[config.mk]
export PLATFORM = sky130hd
export DESIGN_NAME = lodsg_ram
export DESIGN_NICKNAME = d
export VERILOG_FILES = /design/src/rtl/lodsg_ram.sv
export SDC_FILE = /design/constraint.sdc
export NUM_CORES = 1
export LEC_CHECK = 0
export BUFFER_PORTS_ARGS = -buffer_cell sky130_fd_sc_hd__buf_4
export CORE_MARGIN = 5
export CORE_UTILIZATION = 45
export CTS_CLUSTER_DIAMETER = 150
export DETAILED_ROUTE_END_ITERATION = 8
export PLACE_DENSITY = 0.66
export SYNTH_ARGS = -nofsm -noshare
export SYNTH_HDL_FRONTEND = slang
export SYNTH_SLANG_ARGS = --single-unit
[constraint.sdc]
create_clock -name clock -period 2.31 [get_ports clock]
set_clock_uncertainty 0.1 [all_clocks]
set_input_delay 0.5775 -clock clock [delete_from_list [all_inputs] [get_ports clock]]
set_output_delay 0.5775 -clock clock [all_outputs]
set_load 0.005 [all_outputs]
[src/rtl/lodsg_ram.sv]
// Generic single-write, single-read RAM with a registered read port.
// No dependencies.
`default_nettype none

module lodsg_ram #(
   parameter int WIDTH = 1,
   parameter int DEPTH = 16,
   localparam int ADDR_W = (DEPTH > 1) ? $clog2(DEPTH) : 1
) (
   input  logic              clock,
   input  logic              wr_en,
   input  logic [ADDR_W-1:0] wr_addr,
   input  logic [WIDTH-1:0]  wr_data,
   input  logic [ADDR_W-1:0] rd_addr,
   output logic [WIDTH-1:0]  rd_data
);

   logic [WIDTH-1:0] mem_ff [DEPTH];
   logic [WIDTH-1:0] rd_data_ff;

   always_ff @(posedge clock) begin
      if (wr_en) begin
         mem_ff[wr_addr] <= wr_data;
      end
      rd_data_ff <= mem_ff[rd_addr];
   end

   assign rd_data = rd_data_ff;

endmodule

`default_nettype wire

* Word level (Yosys, flattened, before mapping)
Memories as Yosys holds them, arrays and structs flattened. A register that Yosys moved wholly into a read port is not among the register bits.
Cells that the tools add are included.
** Word-level totals
- Register bits :: 0
- RAM bits :: 16
- Input port bits :: 11
- Word-level logic and storage cells :: 3
- Memories kept :: 1
** Cells by class
- Multiplexer cells :: 2
** Memory list
- mem_ff :: words 16, bits a word 1, rd ports 1, clocked after memory_dff 1, write ports 1, line 18 : logic [WIDTH-1:0] mem_ff [DEPTH];
** Operators by type and width (number)
- two-way mux 1 bit :: 2

* Depth between registers and ports, before layout
Gate-level depths: netlist of the first run.
- Word-level depth :: 2
- Depth in mapped cells :: 3

* Worst setup path after synthesis of the first run
OpenSTA, ideal clock, no wires.
- Path kind :: input to register
- Start point :: input port wr_addr[2]
- End point :: memory mem_ff[0] (enable)
- Arrival :: 1215 ps
- Data required time :: 1898 ps
- Path slack :: 683 ps
- Stages on the path :: 2
- Path through :: or3b_2 -> nor3_1
** RTL lines
- from (decl) :: line 12 : input logic [ADDR_W-1:0] wr_addr,
- to (decl) :: line 18
Straight into the memory's write port.

* Worst setup path after layout of the first run
- Start point :: input port wr_addr[2]
- End point :: memory mem_ff[0] (enable)
Straight into the memory's write port.

==> impl_results.md, run 1 <==
* DRT Pass-1 Iters at 4
* Area grow syn2layout at 17.3%
* Filler cells at 137
* Initial antenna violation count at 0
* Sw Share at 19.8%
* Vias/cell at 5.60
* CTS root buffer: clkbuf_4
* Commonest cells after routing, fill and taps aside: edfxtp_1, nor2_1, buf_4
* Clock Tree Buf Depth at 2
* Data arrival, critical path at 1.38 ns
* Yosys warnings at 0
* Crit-path max FO at 4
* Final Critical Period at 1.50 ns
* Setup_tns at 0 ns
* Depth of the CTS H-tree at 1
* Vias at 437
* Syn avg cell area at 15.9 um2
* # setup viols final at 0
* Type of the most critical hold path: primary input to flip-flop
* Synth Net Count at 58
* Total GRT Usage at 9.89%
* Die H at 50.7 um
* Number of diodes at 0
* CTS tree: done
* DRT antenna net count at 0
* Worst slew pin tran at 0.203 ns
* Synth unique cells at 11
* Internal power at 0.438 mW
* Most common cell after layout, fill and taps aside: edfxtp_1
* CP required at 2.19 ns
* Gpl congestion at 0.751
* Routed WL at 1170 um
* Top cell type's share of synthesized area at 64.4%
* Num CTS Buffers at 3
* Largest net degree at the start of global routing at 17
* Total congestion overflow at 0
* Die width at 50.7 um
* Max-cap violations at 0
* Nets at 74
* Post-CTS Setup Inserts at 0
* Maximum VDD drop at 0.324 mV
* DRC at 0
* Core Area at 1540 um2
* Fmax at 668 MHz
* Clock network power share at 27.4%
* PwrDens at 625 nW/um2
* Critical Path End Type: flip-flop
* RSZ-0062 raised after global routing: no
* Register area share after synthesis at 67.1%
* Tcrit/Tclk final at 64.8%
* Hold Vio Cnt, Final at 0
* Switching power at 0.108 mW
* Sequential power share at 63.3%
* Synth Register Bits at 17
* Initial Util at 48.4%
* Post-synthesis cell area at 746 um2
* Clk_lat worst skew at 0.28 ns
* First-pass GRT wire length at 1920 um
* Vias in the first global route at 440
* Ports at 12
* Die Area at 2570 um2
* Util after Layout at 56.7%
* Share of post-route cells with drive strength above 1 at 24.2%
* Max-slew headroom at 86.3%
* Reg clk slew, reported paths at 0.09 ns
* CP Class: primary input to flip-flop
* Gate Count Post-Synth at 47
* DRT iter0 DRCs at 26
* Yosys top cell by area: edfxtp_1
* CP Launch Type: primary input
* Status: complete, no violations
* Drt wl/cell at 14.9 um
* Max Slew Vio Count at 0
* # resized after CTS at 0
* IO buf count at 11
* Gate power share at 9.3%
* Synth area leaders: edfxtp_1, mux4_1, nor2_1, mux2i_1, dfxtp_1
* Row count at 14
* CTS Hold Buffers Added at 0
* Pleak at 0.313 nW
* CTS Sinks at 17
[path summary, 6_finish.rpt]
path               from         to  slack [ns]  depth (start not counted)
max          wr_addr[2]  mem_ff[0]        0.81                          3
min          rd_addr[2]    rd_data        0.38                          2
max reg2reg   mem_ff[9]    rd_data        0.99                          3
min reg2reg   mem_ff[0]    rd_data        0.64                          3
[area by class of cell]
type                       instances  area, um2  share of cell area (%)
tap                               16       20.0                    2.29
multi-input combinational         30        245                    28.0
clock buffer                       4       26.3                    3.00
sequential                        17        500                    57.2
timing repair buffer              11       82.6                    9.44
[kinds of logic after synthesis]
logic type and synth area share, %:
DFF 67.1, muxes 18.1, and+or+nand+nor 14.8
[registers in the layout (all words and copies together) (netlist names)]
| register | count |
|---|---|
| mem_ff | 16 |
| rd_data | 1 |
[power by group through the flow]
stage,sequential (mW),clock [mW],combinational (mW)
finish,0.346,0.150,0.0510
global route,0.347,0.172,0.0559
CTS,0.346,0.153,0.0520
detailed placement,0.353,0,0.0519
global placement,0.353,0,0.0512
floorplan,0.353,0,0.0212
[per-layer routing]
metal / GRT usage (%) / wire (um) / part of all wire [%]
met1: 11.3 / 497 / 43
met2: 15.5 / 557 / 48
met3: 5.33 / 104 / 8.9
met4: 3.83 / 7 / 0.60
met5: 0 / 0 / 0
[cells in the mapped netlist]
| cell | count |
|---|---|
| edfxtp_1 | 16 |
| nor2_1 | 12 |
| mux4_1 | 4 |
| nor3_1 | 4 |
| mux2i_1 | 3 |
| nand2b_1 | 2 |
| nand3b_1 | 2 |
| dfxtp_1 | 1 |
| nand2_1 | 1 |
| nand3_1 | 1 |
| or3b_2 | 1 |
[critical path, stage by stage]
cell and delay (ns):
buf_4 0.12, or3b_2 0.51, nor3_1 0.17
[through the flow]
| stage | worst slack, ns | hold slack [ns] | cells | area, um2 | power, mW |
|---|---|---|---|---|---|
| after floorplan | 0.683 | 0.576 | 47 | 746 | 0.374 |
| after global placement | 0.547 | 0.616 | 74 | 848 | 0.404 |
| after detailed placement | 0.524 | 0.629 | 74 | 848 | 0.405 |
| after CTS | 0.824 | 0.382 | 78 | 875 | 0.551 |
| after global routing | 0.780 | 0.361 | 78 | 875 | 0.575 |
| final | 0.814 | 0.384 | 78 | 875 | 0.547 |
Power figures use the tool's default switching activity.
==> run 2, diff against run 1 <==
Settings changed: ABC_AREA from default to 1, PLACE_DENSITY 0.66 to 0.68.
Clock period 2.31 ns to 1.35 ns, I/O delays scaled along.
==> run 2 against run 1 <==
Register-to-register slack worse by 0.60 ns. Sequential power is 71% higher. Setup slack got worse by 0.62 ns. Via count up 45%. Wire length increased by 19%. Die area rose by 11%. Synthesized cell count rose by 100%. Critical path type is now flip-flop to output port. Critical endpoint is now rd_data.
==> impl_results.md, run 2 <==
* Status: complete, no violations
* Clock network power share at 26.9% (-0.5 points)
* Top cell type's share of synthesized area at 56.7% (-7.7 points)
* CTS tree: done
* Die Area at 2850 um2 (+11%)
* Final Critical Period at 1.15 ns
* Tcrit/Tclk final at 85.5%
* Synth Net Count at 107 (+84%)
* Dominant cell by count in the synthesized netlist: nand2_1
* Maximum VDD drop at 0.575 mV (+77%)
* Vias in the first global route at 592 (+35%)
* Reg clk slew, reported paths at 0.10 ns (about the same)
* Most common cell after layout, fill and taps aside: nand2_1
* Commonest cells after routing, fill and taps aside: nand2_1, inv_1, edfxtp_1
* Ports at 12 (unchanged)
* Filler cells at 186 (+36%)
* Depth of the CTS H-tree at 1 (unchanged)
* Crit. Startpoint: rd_data
* R2R Path End: rd_data
* Number of diodes at 0 (unchanged)
* Vias/cell at 4.70 (-16%)
* Sw Share at 22.0% (+2.2 points)
* Worst slew pin tran at 0.232 ns (+0.0288 ns)
* Hold Crit Depth at 3 (+1)
* Type of the most critical hold path: primary input to flip-flop
* Crit-path cells: buf_4
* Yosys top cell by area: edfxtp_1
* CTS Hold Buffers Added at 0 (unchanged)
* Routed WL at 1380 um (+19%)
* Synth unique cells at 11 (unchanged)
* Largest Register: mem_ff
* Register area share after synthesis at 59.1% (-8.0 points)
* DRT iter0 DRCs at 14 (-46%)
* Post-synthesis cell area at 847 um2 (+14%)
* CTS root buffer: clkbuf_4
* IO buf count at 11 (unchanged)
* R2R Setup Slk at 0.39 ns (-0.60 ns)
* R2r worst-path depth at 6 (+3)
* Yosys warnings at 0 (unchanged)
* Initial Util at 48.0% (-0.36 points)
* # setup viols final at 0 (unchanged)
* Top FF cell, synth: edfxtp_1
* DRT Pass-1 Iters at 4 (unchanged)
* Max reg flops at 16 (unchanged)
* Post-synth ARST share at 0% (unchanged)
* Clock Tree Buf Depth at 2 (unchanged)
* DRC at 0 (unchanged)
* CP required at 0.91 ns (-1.28 ns)
* DRT antenna net count at 0 (unchanged)
* Row count at 15 (+1)
* Inst Count DP at 131 (+77%)
* PwrDens at 982 nW/um2 (+57%)
* Buf+Inv Stages, Crit Path at 1 (unchanged)
* Area grow syn2layout at 15.2%
* Clk_lat worst skew at 0.28 ns (about the same)
* Gate Count Post-Synth at 96 (+100%)
* Core Area at 1760 um2 (+14%)
* Worst reg2reg path startpoint: mem_ff[15]
* Crit-path max FO at 1 (-3)
* Data arrival, critical path at 0.72 ns (-0.66 ns)
* Most common library cells after synthesis: nand2_1, inv_1, edfxtp_1
* Post-CTS Setup Inserts at 0 (unchanged)
* Fmax at 866 MHz
* Critical Path End Type: output port
* Initial antenna violation count at 0 (unchanged)
* Nets at 122 (+65%)
* Post-synth EDFFs at 16 (unchanged)
* Crit path depth at 1 (-2)
* Max-slew headroom at 84.4% (-1.9 points)
* CP top delay family: flip-flops
* Hold endpoint: rd_data
* CTS Sinks at 17 (unchanged)
* Slowest CP cell: dfxtp_1
* Hold_sp: rd_addr[3]
* Die H at 53.4 um (+5.3%)
* Num CTS Buffers at 3 (unchanged)
* CP Launch Type: flip-flop
* Gpl congestion at 0.797 (+6.0%)
* Gate power share at 11.3% (+2.0 points)
* # resized after CTS at 0 (unchanged)
* Post-route insts no fill at 135 (+73%)
* Synth Register Bits at 17 (unchanged)
* Multi-input logic area at 249 um2 (+1.5%)
* First-pass GRT wire length at 2350 um (+23%)
* Total GRT Usage at 11.8% (+2.0 points)
* Largest net degree at the start of global routing at 17 (unchanged)
* Switching power at 0.210 mW (+94%)
* Placed wire-length estimate at 1120 um
* Max Slew Vio Count at 0 (unchanged)
* Pleak at 0.440 nW (+41%)
* Total congestion overflow at 0 (unchanged)
* RSZ-0062 raised after global routing: no
* Share of post-route cells with drive strength above 1 at 17.3% (-6.9 points)
* Sequential power share at 61.8% (-1.5 points)
* Die width at 53.4 um (+5.3%)
* Drt wl/cell at 10.2 um (-31%)
* Delay of the slowest critical-path stage at 0.31 ns (-0.20 ns)
* Final Power at 0.958 mW (+75%)
* CP Class: flip-flop to output port
* Pre-CTS setup slack at 0.0415 ns (-0.483 ns)
* Internal power at 0.748 mW (+71%)
* Setup ws final at 0.195 ns (-0.618 ns)
* Sequential Area at 500 um2 (unchanged)
* Hold Vio Cnt, Final at 0 (unchanged)
* Max-cap violations at 0 (unchanged)
* Setup_tns at 0 ns (unchanged)
* Vias at 635 (+45%)
* Syn avg cell area at 8.82 um2 (-44%)
* Synth area leaders: edfxtp_1, nand2_1, inv_1, nand3_1, nor3_1
[run 2: cell types whose count changed after synthesis, sizes merged, moves of 2 or more]
| cell | previous run | this run |
|---|---|---|
| mux4 | 4 | 0 |
| nand3 | 1 | 14 |
| inv | 0 | 21 |
| nand3b | 2 | 0 |
| mux2i | 3 | 0 |
| nand2 | 1 | 27 |
| nor2 | 12 | 8 |
| nor3 | 4 | 8 |
| nand2b | 2 | 0 |
[run 2: power by group through the flow]
stage / registers (mW) / clock network (mW) / logic, mW
finish: 0.592 / 0.258 / 0.108
global route: 0.593 / 0.288 / 0.123
CTS: 0.593 / 0.263 / 0.109
detailed placement: 0.605 / 0 / 0.109
global placement: 0.604 / 0 / 0.107
floorplan: 0.604 / 0 / 0.0610
[run 2: how the worst max path moves through the flow]
| stage | slack [ns] | end |
|---|---|---|
| finish | 0.20 | rd_data |
| global route | 0.17 | rd_data |
| CTS | 0.19 | rd_data |
| detailed placement | 0.04 | mem_ff[9] |
| global placement | 0.06 | mem_ff[9] |
| floorplan | 0.29 | mem_ff[0] |
[run 2: cells by family after synthesis]
family / after synthesis / share of synthesized area, %
flops: 17 / 59.1
simple gates: 57 / 29.4
buf+inv: 22 / 11.5
[run 2: cell type report]
class	instances	area share, %
sequential	17	51.3
multi-input combinational	57	25.5
inverter	21	8.85
timing repair buffer	11	8.46
tap	25	3.21
clock buffer	4	2.69
[run 2: per-stage QoR]
stage	hold slack [ns]	instance area, um2	utilization [%]
final	0.180	976	55.3
after global routing	0.213	976	55.3
after CTS	0.182	976	55.3
after detailed placement	0.479	950	53.8
after global placement	0.467	950	53.8
after floorplan	0.336	847	-
[run 2: routing by layer]
layer	GRT usage (%)	up-vias	wire length [um]
met5	0	-	0
met4	7.66	0	27
met3	1.97	2	63
met2	19.6	12	679
met1	13.9	285	614
li1	-	336	-
