--- config.mk ---
export PLATFORM = sky130hd
export DESIGN_NAME = lodsg_vertex_sel
export DESIGN_NICKNAME = d
export VERILOG_FILES = /design/src/rtl/lodsg_pkg.sv /design/src/rtl/lodsg_vertex_sel.sv
export SDC_FILE = /design/constraint.sdc
export NUM_CORES = 1
export LEC_CHECK = 0
export BUFFER_PORTS_ARGS = -buffer_cell sky130_fd_sc_hd__buf_2
export CELL_PAD_IN_SITES_DETAIL_PLACEMENT = 0
export CELL_PAD_IN_SITES_GLOBAL_PLACEMENT = 2
export CORE_ASPECT_RATIO = 1.2
export CORE_MARGIN = 5
export CORE_UTILIZATION = 30
export DETAILED_ROUTE_END_ITERATION = 10
export GPL_ROUTABILITY_DRIVEN = 0
export PLACE_DENSITY = 0.74
export SYNTH_ARGS = -nofsm -noshare
export SYNTH_HDL_FRONTEND = slang
export SYNTH_SLANG_ARGS = --single-unit
--- constraint.sdc ---
create_clock -name vclk -period 6.4
set_input_delay 0.64 -clock vclk [all_inputs]
set_output_delay 0.64 -clock vclk [all_outputs]
set_load 0.005 [all_outputs]
--- src/rtl/lodsg_pkg.sv ---
// Shared types and constants of the LOD stitching index generator.
// No dependencies; every other file of the block but lodsg_ram imports this package.
`default_nettype none

package lodsg_pkg;

   localparam int GRID_CELLS_DEF = 64;
   localparam int IDX_W          = 13;
   localparam int LOD_W          = 3;
   localparam int REGION_W       = 3;
   localparam int EPOCH_W        = 6;

   localparam logic [LOD_W-1:0] LOD_MAX = 3'd5;

   localparam logic FUNC_START   = 1'b0;
   localparam logic FUNC_ADVANCE = 1'b1;

   localparam int FLAG_NORTH = 0;
   localparam int FLAG_SOUTH = 1;
   localparam int FLAG_EAST  = 2;
   localparam int FLAG_WEST  = 3;

   localparam logic [REGION_W-1:0] REGION_NORTH = 3'd0;
   localparam logic [REGION_W-1:0] REGION_SOUTH = 3'd1;
   localparam logic [REGION_W-1:0] REGION_EAST  = 3'd2;
   localparam logic [REGION_W-1:0] REGION_WEST  = 3'd3;
   localparam logic [REGION_W-1:0] REGION_FILL  = 3'd4;

   // list walk position: which boundary or the interior is being meshed
   typedef enum logic [6:0] {
      PH_IDLE  = 7'b0000001,
      PH_NORTH = 7'b0000010,
      PH_SOUTH = 7'b0000100,
      PH_EAST  = 7'b0001000,
      PH_WEST  = 7'b0010000,
      PH_FILL  = 7'b0100000,
      PH_DONE  = 7'b1000000
   } phase_type;

   typedef struct packed {
      logic             func;
      logic [LOD_W-1:0] lod_north;
      logic [LOD_W-1:0] lod_south;
      logic [LOD_W-1:0] lod_east;
      logic [LOD_W-1:0] lod_west;
   } req_type;

   typedef struct packed {
      logic [IDX_W-1:0]    index_first;
      logic [IDX_W-1:0]    index_second;
      logic [IDX_W-1:0]    index_third;
      logic [REGION_W-1:0] region;
      logic                last;
   } rsp_type;

   typedef struct packed {
      phase_type  phase;
      logic [1:0] tri_idx;
   } tri_sel_type;

endpackage

`default_nettype wire

--- src/rtl/lodsg_vertex_sel.sv ---
// Vertex selection: turns a group base index and the grid width into the
// three clockwise vertex indices of one triangle. Depends on lodsg_pkg.
`default_nettype none

module lodsg_vertex_sel
   import lodsg_pkg::*;
(
   input  logic [IDX_W-1:0] base,
   input  logic [IDX_W-1:0] width,
   input  tri_sel_type      sel,
   output logic [IDX_W-1:0] vtx_first,
   output logic [IDX_W-1:0] vtx_second,
   output logic [IDX_W-1:0] vtx_third
);

   logic [IDX_W-1:0] o_0, o_1, o_2, o_w, o_w1, o_w2, o_2w, o_2w1;

   // all sums wrap at the index width, as the output fields do
   assign o_0   = base;
   assign o_1   = base + IDX_W'(1);
   assign o_2   = base + IDX_W'(2);
   assign o_w   = base + width;
   assign o_w1  = o_w + IDX_W'(1);
   assign o_w2  = o_w + IDX_W'(2);
   assign o_2w  = o_w + width;
   assign o_2w1 = o_2w + IDX_W'(1);

   always_comb begin
      vtx_first  = o_0;
      vtx_second = o_w;
      vtx_third  = o_1;
      case (sel.phase)
         PH_NORTH: begin
            case (sel.tri_idx)
               2'd0: begin vtx_first = o_0; vtx_second = o_w;  vtx_third = o_1;  end
               2'd1: begin vtx_first = o_1; vtx_second = o_w;  vtx_third = o_w2; end
               default: begin vtx_first = o_1; vtx_second = o_w2; vtx_third = o_2; end
            endcase
         end
         PH_SOUTH: begin
            case (sel.tri_idx)
               2'd0: begin vtx_first = o_0; vtx_second = o_w;  vtx_third = o_w1; end
               2'd1: begin vtx_first = o_0; vtx_second = o_w1; vtx_third = o_2;  end
               default: begin vtx_first = o_2; vtx_second = o_w1; vtx_third = o_w2; end
            endcase
         end
         PH_EAST: begin
            case (sel.tri_idx)
               2'd0: begin vtx_first = o_0; vtx_second = o_w;   vtx_third = o_1; end
               2'd1: begin vtx_first = o_w; vtx_second = o_2w1; vtx_third = o_1; end
               default: begin vtx_first = o_w; vtx_second = o_2w; vtx_third = o_2w1; end
            endcase
         end
         PH_WEST: begin
            case (sel.tri_idx)
               2'd0: begin vtx_first = o_0; vtx_second = o_w1; vtx_third = o_1;  end
               2'd1: begin vtx_first = o_0; vtx_second = o_2w; vtx_third = o_w1; end
               default: begin vtx_first = o_2w; vtx_second = o_2w1; vtx_third = o_w1; end
            endcase
         end
         default: begin
            // interior cell: two triangles per quad
            if (sel.tri_idx == 2'd0) begin
               vtx_first = o_0; vtx_second = o_w; vtx_third = o_1;
            end else begin
               vtx_first = o_1; vtx_second = o_w; vtx_third = o_w1;
            end
         end
      endcase
   end

endmodule

`default_nettype wire

== Word level (Yosys, flattened, before mapping) ==
Index checks and enable logic that the tools add are counted.
W data, S select, Z words.

* Bits in registers: 0
* Input bits: 35

* Equality and inequality tests: 5
* Multiplexer cells: 15
* Add/subtract/negate cells: 7
* Reduce and logical (&&, ||, !) cells: 2

{| class="wikitable"
|+ Operators with widths
! kind !! number
|-
| $mux W13 || 8
|-
| $pmux W13 S2 || 4
|-
| $pmux W13 S3 || 2
|-
| $pmux W13 S4 || 1
|-
| $add A13 B1 Y13 const B || 3
|-
| $add A13 B13 Y13 || 2
|-
| $add A13 B2 Y13 const B || 2
|-
| $eq A7 B2 Y1 const B || 1
|-
| $eq A7 B3 Y1 const B || 1
|-
| $eq A7 B4 Y1 const B || 1
|-
| $eq A7 B5 Y1 const B || 1
|-
| $eq A2 B1 Y1 const B || 1
|-
| $logic_not A2 Y1 || 1
|-
| $reduce_or A2 Y1 || 1
|}

== Logic depth before layout (Yosys ltp) ==
Gate-level depths: netlist of run 1.

* Word-level depth: 5
* Mapped depth: 18
* Gate-level depth less buffers: 17

== Worst setup path after synthesis of run 1 ==
OpenSTA, ideal clock, no wires.

* Kind: in2out
* Start: in width[0]
* End: out vtx_third[9]
* Path slack: 1.303 ns
* Path buffers: 1
* Arrival: 4.457 ns
* Required time: 5.760 ns
* Stages on the path: 16
* Path through: ha_1 fa_1 a211oi_4 o211ai_2 and2_4 nor2_1 ha_1 a21o_1 and2_1 a211oi_1 and3_1 clkbuf_1 xnor2_1 a21o_1 o221ai_1 or3_1

* Cells in the longest elaborated chain, start to end: 5

{| class="wikitable"
|+ Ends and longest elaborated chain
! what !! line !! text
|-
| from (decl) || lodsg_vertex_sel.sv:9 || <nowiki>input logic [IDX_W-1:0] width,</nowiki>
|-
| $add A13 B13 Y13 || lodsg_vertex_sel.sv:22 || <nowiki>assign o_w = base + width;</nowiki>
|-
| $add A13 B13 Y13 || lodsg_vertex_sel.sv:25 || <nowiki>assign o_2w = o_w + width;</nowiki>
|-
| $add A13 B1 Y13 || lodsg_vertex_sel.sv:26 || <nowiki>assign o_2w1 = o_2w + IDX_W'(1);</nowiki>
|-
| $mux W13 || lodsg_vertex_sel.sv:48 || <nowiki>case (sel.tri_idx)</nowiki>
|-
| $pmux W13 S3 * || lodsg_vertex_sel.sv:32 || <nowiki>case (sel.phase)</nowiki>
|-
| to (decl) || lodsg_vertex_sel.sv:13 || <nowiki>output logic [IDX_W-1:0] vtx_third</nowiki>
|}

Mark *: on every way between the ends. The rest lies on a longest branch, timed or not.

== Final worst setup path of run 1 ==
* Start: in width[0]
* End: out vtx_second[11]

* Cells in the longest elaborated chain, start to end: 5

{| class="wikitable"
|+ Ends and longest elaborated chain
! what !! line !! text
|-
| $add A13 B13 Y13 || lodsg_vertex_sel.sv:22 ||
|-
| $add A13 B13 Y13 || lodsg_vertex_sel.sv:25 ||
|-
| $add A13 B1 Y13 || lodsg_vertex_sel.sv:26 ||
|-
| $pmux W13 S2 (on tied branches) || lodsg_vertex_sel.sv:55, lodsg_vertex_sel.sv:48 ||
|-
| $pmux W13 S4 * || lodsg_vertex_sel.sv:32 ||
|-
| to (decl) || lodsg_vertex_sel.sv:12 || <nowiki>output logic [IDX_W-1:0] vtx_second,</nowiki>
|}

Marked as above.

==> summary.md, run 1 <==
| Metric | Value |
|---|---|
| Min cycle time layout | about 5.9 ns |
| Hold_ws | 1.733 ns |
| Period utilisation layout | 92.52% |
| P&R area growth vs syn | 10.95% |
| Seq Cell Count | 0 |
| Commonest cells after routing, fill and taps aside | nand2_1 (93), nor2_1 (83), a21oi_1 (77), buf_2 (73), o21ai_0 (68) |
| Final hold vios | 0 |
| HP Class | in2out |
| Antenna Violating Nets Remaining | 0 |
| Power Density | 149.6 nW/um2 |
| Drt drc | 0 |
| Setup_tns | 0 ns |
| Global route overflow | 0 |
| Worst-margin pin slew | 1.055 ns |
| Detailed-route wire length per cell | roughly 23 um |
| Largest net degree at the start of global routing | 80 |
| Die ar. | around 21000 um2 |
| Hold Path Depth | 3 |
| Cts hold-fix bufs | 0 |
| FILL cells | 2052 |
| Unrepaired setup endpoints after global routing | false |
| Ys Warns | 0 |
| Die X | ~130 um |
| Post-synth top area share | 7.512% |
| Final WL | 25740 um |
| Fin nets | 964 |
| I/O pin total | between 70 and 80 |
| FF+latch area | 0 um2 |
| Syn Inst Count | approximately 860 |
| Most common cell after layout, fill and taps aside | nand2_1 |
| Initial Util | 30.36% |
| Max-cap viol count | 0 |
| FMAX | 0.1689 GHz |
| Die height | 158.3 um |
| CP Data Required Time | 5.76 ns |
| Layout cell share with drive strength beyond 1 | 17.15% |
| Mapped Avg Cell Area | 6.399 um2 |
| Syn_nets | between 900 and 1000 |
| First-pass GRT wire length | just under 40000 um |
| Dpl hpwl | about 19000 um |
| Leading area contributor after synthesis | ha_1 |
| Critical path arrival | 5.28 ns |
| Post-CTS setup buffers | 0 |
| Maximum net fanout on the critical path | 10 |
| Core outline area | 18110 um2 |
| Sequential fraction of the synthesis area | 0% |
| Worst Hold End | vtx_first[10] |
| Vias per cell | 6.280 |
| All-layer global routing usage | between 20% and 30% |
| Leakage | roughly 0.0023 uW |
| Startpoint types | input pin |
| Kind of critical path | in2out |
| Initial drt markers | roughly 760 |
| IO Port Bufs | 74 |
| # resized after CTS | 0 |
| Post-synthesis cell area | 5497 um2 |
| Status | complete, no violations |
| Slew HR | 29.59% |
| Vias in the first global route | 6636 |
| Hold_sp | base[10] |
| Synth area leaders | ha_1 (7.5%), a21oi_1 (7.0%), xnor2_1 (6.5%), nand2_1 (6.4%), o21ai_0 (6.2%) |
| Worst VDD drop | around 0.000066 V |
| CP Capture Type | primary output |
| Initial antenna violation count | 0 |
| Area of the multi-input gates | ~5100 um2 |
| # rows | 54 |
| Antenna cells | 0 |
| Max-slew violations | 0 |
| Final setup fails | 0 |
| Clock buffer count | 0 |
| Via count | 7008 |
| Library cells used by synthesis | 95 |
| TritonRoute pass-1 iters | 5 |
## synthesized netlist by cell type, drive strengths merged (11+ instances only)
master and n:
inv 19, a31oi 15, o22ai 14, o211ai 20
a221oi 11, and2 13, a21o 11, clkbuf 53
buf 18, nor3 16, nand3 31, a211oi 22
xnor2 42, o21ai 70, ha 33, nand2 95
a21oi 78, nor2 86, xor2 30
## worst max-delay path by stage
stage,endpoint,start,slack [ns]
floorplan,vtx_third[9],width[0],1.30
global placement,vtx_third[9],width[0],0.61
detailed placement,vtx_second[11],width[0],0.56
CTS,vtx_second[11],width[0],0.54
global route,vtx_second[11],width[0],0.22
finish,vtx_second[11],width[0],0.48
## stage by stage
stage | power [uW] | worst slack, ns | std cells | utilization [%] | cell area (um2)
floorplan | 634.7 | 1.303 | 859 | - | 5497
global placement | 901.4 | 0.6108 | 1116 | 33.68 | 6098
detailed placement | 895.4 | 0.5564 | 1116 | 33.68 | 6098
CTS | 900.2 | 0.5425 | 1116 | 33.68 | 6098
global route | 997.7 | 0.2174 | 1116 | 33.68 | 6098
finish | 912.0 | 0.4788 | 1116 | 33.68 | 6098
## worst max-delay path, stage by stage
cell and delay [ns]:
buf_2 0.12, ha_1 0.29, fa_1 0.48, a211oi_4 0.36
o211ai_2 0.22, and2_4 0.21, nor2_1 0.47, ha_1 0.42
a21o_1 0.23, and2_1 0.16, a211oi_1 0.19, and3_1 0.21
buf_4 0.19, nor2b_1 0.19, a31o_2 0.19, a21oi_1 0.07
o32ai_1 0.30, a31oi_1 0.18, buf_2 0.16
## metal layers
layer,up-vias,GRT usage (%),wire length [um]
met5,-,0,0
met2,327,38.65,11440
met3,59,1.580,1745
li1,3313,-,-
met1,3309,32.07,11540
met4,0,8.329,1013
## report_power, final
group	leakage, uW	switching [uW]	total (uW)	internal, uW
logic	0.00232	562	912	350
clock network	0	0	0	0
registers	0	0	0	0
## area by class of cell
| class | count | area share (%) |
|---|---|---|
| inverter | 19 | 1.169 |
| tap | 224 | 4.596 |
| timing repair buffer | 104 | 9.807 |
| multi-input combinational | 769 | 84.43 |
## cell families (layout without fill, tap and decap cells)
family                   after synthesis  count (layout)  synth area share (%)
AND/OR/NAND/NOR                      314             314                 28.52
XOR/XNOR                              72              72                 11.75
adder cells (fa/ha/maj)               35              35                 8.240
multiplexers                          10              10                 1.889
AO/OA/AOI/OAI                        338             338                 42.68
buffers and inverters                 90             123                 6.920
Power figures use the tool's default switching activity.
==> run 2: changes to the inputs <==
==> constraint.sdc (replaced) <==
create_clock -name vclk -period 6.58
set_input_delay 0.658 -clock vclk [all_inputs]
set_output_delay 0.658 -clock vclk [all_outputs]
set_load 0.005 [all_outputs]
==> summary.md, run 2 (synthesis results as in run 1) <==
| Metric | Value |
|---|---|
| TritonRoute pass-1 iters | 5 |
| I/O pin total | between 70 and 80 |
| Min cycle time layout | 6.004 ns |
| Sw frac | 62.01% |
| Power Density | about 140 nW/um2 |
| Layout cell share with drive strength beyond 1 | 16.59% |
| FMAX | 0.1666 GHz |
| Hold_sp | base[10] |
| Dpl hpwl | around 18000 um |
| Unrepaired setup endpoints after global routing | false |
| Fin cells | 1110 |
| Fin nets | 958 |
| Clk pwr share | 0% |
| Final WL | 25130 um |
| # rows | 54 |
| Worst Hold End | vtx_first[10] |
| Max-cap viol count | 0 |
| P&R area growth vs syn | 10.13% |
| FILL cells | 2068 |
| Internal power | approximately 330 uW |
| HP Class | in2out |
| Max-slew violations | 0 |
| Kind of critical path | in2out |
| Cts hold-fix bufs | 0 |
| Critical path arrival | around 5.4 ns |
| Dpl ws | about 0.63 ns |
| Slew HR | just under 30% |
| CP Capture Type | primary output |
| Psw | 543.6 uW |
| Post-CTS setup buffers | 0 |
| Setup WS post-layout | a little under 0.6 ns |
| Clock buffer count | 0 |
| IO Port Bufs | 74 |
| Initial Util | 30.36% |
| Vias per cell | about 6.2 |
| Startpoint types | input pin |
| Worst VDD drop | 0.00006110 V |
| Global route overflow | 0 |
| Die X | 133.6 um |
| Leakage | ~0.0023 uW |
| Total placed cells including tap cells | 1110 |
| Initial drt markers | 632 |
| Commonest cells after routing, fill and taps aside | nand2_1 (93), nor2_1 (83), a21oi_1 (77), buf_2 (73), o21ai_0 (68) |
| Largest net degree at the start of global routing | 75 |
| First-pass GRT wire length | about 38000 um |
| Antenna Violating Nets Remaining | 0 |
| # resized after CTS | 0 |
| Maximum net fanout on the critical path | 11 |
| CP Data Required Time | 5.92 ns |
| Sequential share of power | 0% |
| Die height | 158.3 um |
| FF+latch area | 0 um2 |
| Initial antenna violation count | 0 |
| Status | complete, no violations |
| Logic pwr share | 100.0% |
| Worst-margin pin slew | 1.057 ns |
| Final setup fails | 0 |
| Die ar. | about 21000 um2 |
| Via count | 6896 |
| Core outline area | 18110 um2 |
| All-layer global routing usage | 22.61% |
| Drt drc | 0 |
| Period utilisation layout | 91.24% |
| Most common cell after layout, fill and taps aside | nand2_1 |
| Antenna cells | 0 |
| Detailed-route wire length per cell | around 23 um |
| Final hold vios | 0 |
| Seq Cell Count | 0 |
| Hold_ws | 1.767 ns |
| Setup_tns | 0 ns |
| Vias in the first global route | 6321 |
| Hold Path Depth | 3 |
## run 2: changes by cell type in the layout (fill, tap and decap cells not counted), sizes merged
| cell | before | now |
|---|---|---|
| buf | 104 | 98 |
## run 2: critical path, stage by stage
cell and delay, ns:
buf_2 0.12, ha_1 0.29, fa_1 0.47, a211oi_4 0.36, o211ai_2 0.21, and2_4 0.21, nor2_1 0.48, ha_1 0.42
a21o_1 0.22, and2_1 0.16, a211oi_1 0.19, and3_1 0.18, buf_4 0.17, and4bb_2 0.31, mux2_2 0.35, o221ai_1 0.15
and3_1 0.18, a2bb2oi_1 0.07, buf_2 0.13
## run 2: final cells by class
type	count	area, um2	share of cell area (%)
inverters	19	71.32	1.178
multi-input cells	769	5149	85.06
well taps	224	280.3	4.630
repair buffers	98	553.0	9.136
## run 2: metal layers
metal	vias to the layer above	track usage, %	routed length (um)	share of wire (%)
met4	0	6.173	669	2.7
met1	3243	30.98	11120	44
met2	305	38.53	11690	47
li1	3311	-	-	-
met5	-	0	0	0
met3	37	1.643	1657	6.6
## run 2: metrics by stage
stage / total power [uW] / instance area [um2] / util [%]
3_5_place_dp: 860.7 / 6053 / 33.43
2_1_floorplan: 617.3 / 5497 / -
5_1_grt: 956.3 / 6053 / 33.43
4_1_cts: 865.6 / 6053 / 33.43
3_3_place_gp: 865.6 / 6053 / 33.43
6_report: 876.7 / 6053 / 33.43
## run 2: power groups by stage
stage | clock network [uW] | registers, uW | logic (uW)
2_1_floorplan | 0 | 0 | 617
3_3_place_gp | 0 | 0 | 866
3_5_place_dp | 0 | 0 | 861
4_1_cts | 0 | 0 | 866
5_1_grt | 0 | 0 | 956
6_report | 0 | 0 | 877
## run 2: worst max path at each step
stage	from	end	slack, ns	depth (start not counted)
global placement	width[0]	vtx_second[10]	0.71	19
detailed placement	width[0]	vtx_second[10]	0.63	19
floorplan	width[0]	vtx_third[9]	1.45	16
finish	width[0]	vtx_second[10]	0.58	19
global route	width[0]	vtx_third[12]	0.31	19
CTS	width[0]	vtx_second[10]	0.61	19
==> run 3: changes to the inputs <==
--- a/config.mk
+++ b/config.mk
@@ -12,8 +12,8 @@
 export CORE_MARGIN = 5
 export CORE_UTILIZATION = 30
 export DETAILED_ROUTE_END_ITERATION = 10
-export GPL_ROUTABILITY_DRIVEN = 0
-export PLACE_DENSITY = 0.74
+export GPL_ROUTABILITY_DRIVEN = 1
+export PLACE_DENSITY = 0.8
 export SYNTH_ARGS = -nofsm -noshare
 export SYNTH_HDL_FRONTEND = slang
 export SYNTH_SLANG_ARGS = --single-unit
==> summary.md, run 3 (synthesis results as in run 1) <==
| Metric | Value |
|---|---|
| CP Data Required Time | 5.92 ns |
| Commonest cells after routing, fill and taps aside | nand2_1 (93), nor2_1 (83), a21oi_1 (77), buf_2 (73), o21ai_0 (68) |
| Worst Hold End | vtx_first[10] |
| Slew HR | 22.56% |
| Startpoint types | input pin |
| P&R area growth vs syn | 9.902% |
| HP Class | in2out |
| Max-slew violations | 0 |
| Most common cell after layout, fill and taps aside | nand2_1 |
| Power Density | 143.1 nW/um2 |
| Fin nets | about 960 |
| CP cell instances | buf_2, ha_1, fa_1, a211oi_4, o211ai_2, and2_4, nor2_1, ha_1, a21o_1, a21oi_1, o21ai_0, a311oi_2, and3b_1, nand2_1, xnor2_1, a311oi_1, o221ai_1, buf_2 |
| Setup WS post-layout | ~0.52 ns |
| # rows | 54 |
| Fin cells | 1110 |
| CP top delay family | compound AO/OA/AOI/OAI gates |
| Leakage | 0.002279 uW |
| Final setup fails | 0 |
| Worst-margin pin slew | ~1.2 ns |
| FMAX | between 0.15 and 0.2 GHz |
| Initial Util | 30.36% |
| I/O pin total | 74 |
| Core outline area | 18110 um2 |
| Worst VDD drop | 0.00004833 V |
| Antenna cells | 0 |
| Dpl ws | 0.5717 ns |
| Via count | 6871 |
| IO Port Bufs | 74 |
| CP Capture Type | primary output |
| Critical path arrival | 5.40 ns |
| Unrepaired setup endpoints after global routing | false |
| Hold Path Depth | 3 |
| FF+latch area | 0 um2 |
| Gpl congestion | 0.8952 |
| Max-cap viol count | 0 |
| Layout cell share with drive strength beyond 1 | 16.59% |
| Seq Cell Count | 0 |
| Hold_sp | base[10] |
| Global route overflow | 0 |
| Min cycle time layout | 6.055 ns |
| Max stage delay on crit path | between 0.5 and 0.6 ns |
| Post-CTS setup buffers | 0 |
| TritonRoute pass-1 iters | 6 |
| Total placed cells including tap cells | between 1000 and 1500 |
| Period utilisation layout | 92.02% |
| Antenna Violating Nets Remaining | 0 |
| Drt drc | 0 |
| Setup_tns | 0 ns |
| Vias per cell | between 6 and 7 |
| Initial antenna violation count | 0 |
| First-pass GRT wire length | ~37000 um |
| Initial drt markers | 659 |
| Final WL | ~25000 um |
| Kind of critical path | in2out |
| Detailed-route wire length per cell | 22.14 um |
| All-layer global routing usage | 22.04% |
| Worst path slowest cell | a311oi_2 |
| # resized after CTS | 0 |
| Hold_ws | 1.766 ns |
| Status | complete, no violations |
| Vias in the first global route | around 6500 |
| Worst Path Buf+Inv | 2 |
| Final hold vios | 0 |
| Die ar. | between 20000 and 25000 um2 |
| Clock buffer count | 0 |
| Dpl hpwl | 18120 um |
| Die height | 158.3 um |
| Total power | about 860 uW |
| Cts hold-fix bufs | 0 |
| Die X | around 130 um |
| Largest net degree at the start of global routing | 68 |
| Maximum net fanout on the critical path | 13 |
==> run 3: cell types whose count changed in the layout (fill, tap and decap cells not counted) <==
cell     before  now
nor3b_4       2    0
nor3b_2       2    4
==> run 3: final cells by class <==
cell class	instances	area (um2)
multi-input combinational	769	5136
timing repair buffer	98	553.0
inverter	19	71.32
fill	2069	12070
tap	224	280.3
==> run 3: per-layer routing <==
layer	up-vias	part of all wire, %	wire (um)	global-route usage [%]
met5	-	0	0	0
met4	0	2.9	713	6.859
met3	44	7.1	1747	1.391
met2	313	46	11400	38.12
met1	3209	44	10710	29.58
li1	3305	-	-	-
==> run 3: per-stage QoR <==
step           area [um2]  utilization, %
3_5_place_dp         6041           33.36
6_report             6041           33.36
5_1_grt              6041           33.36
3_3_place_gp         6041           33.36
2_1_floorplan        5497               -
4_1_cts              6041           33.36
==> run 3: where the power goes <==
part           switching [uW]  internal (uW)  total (uW)
Combinational             535            330         865
Sequential                  0              0           0
Clock                       0              0           0
Total                     535            330         865
==> run 3: worst max-delay path by stage <==
stage / startpoint / endpoint / slack, ns / cells past startpoint
after floorplan: width[0] / vtx_third[9] / 1.45 / 16
after CTS: base[0] / vtx_third[12] / 0.55 / 18
final: base[0] / vtx_third[12] / 0.52 / 18
after detailed placement: base[0] / vtx_third[12] / 0.57 / 18
after global routing: base[0] / vtx_third[12] / 0.05 / 18
after global placement: base[0] / vtx_second[10] / 0.65 / 19
==> run 3: worst min-delay path, stage by stage <==
cell and delay, ns:
buf_2 0.20, o211ai_1 0.12, buf_2 0.13
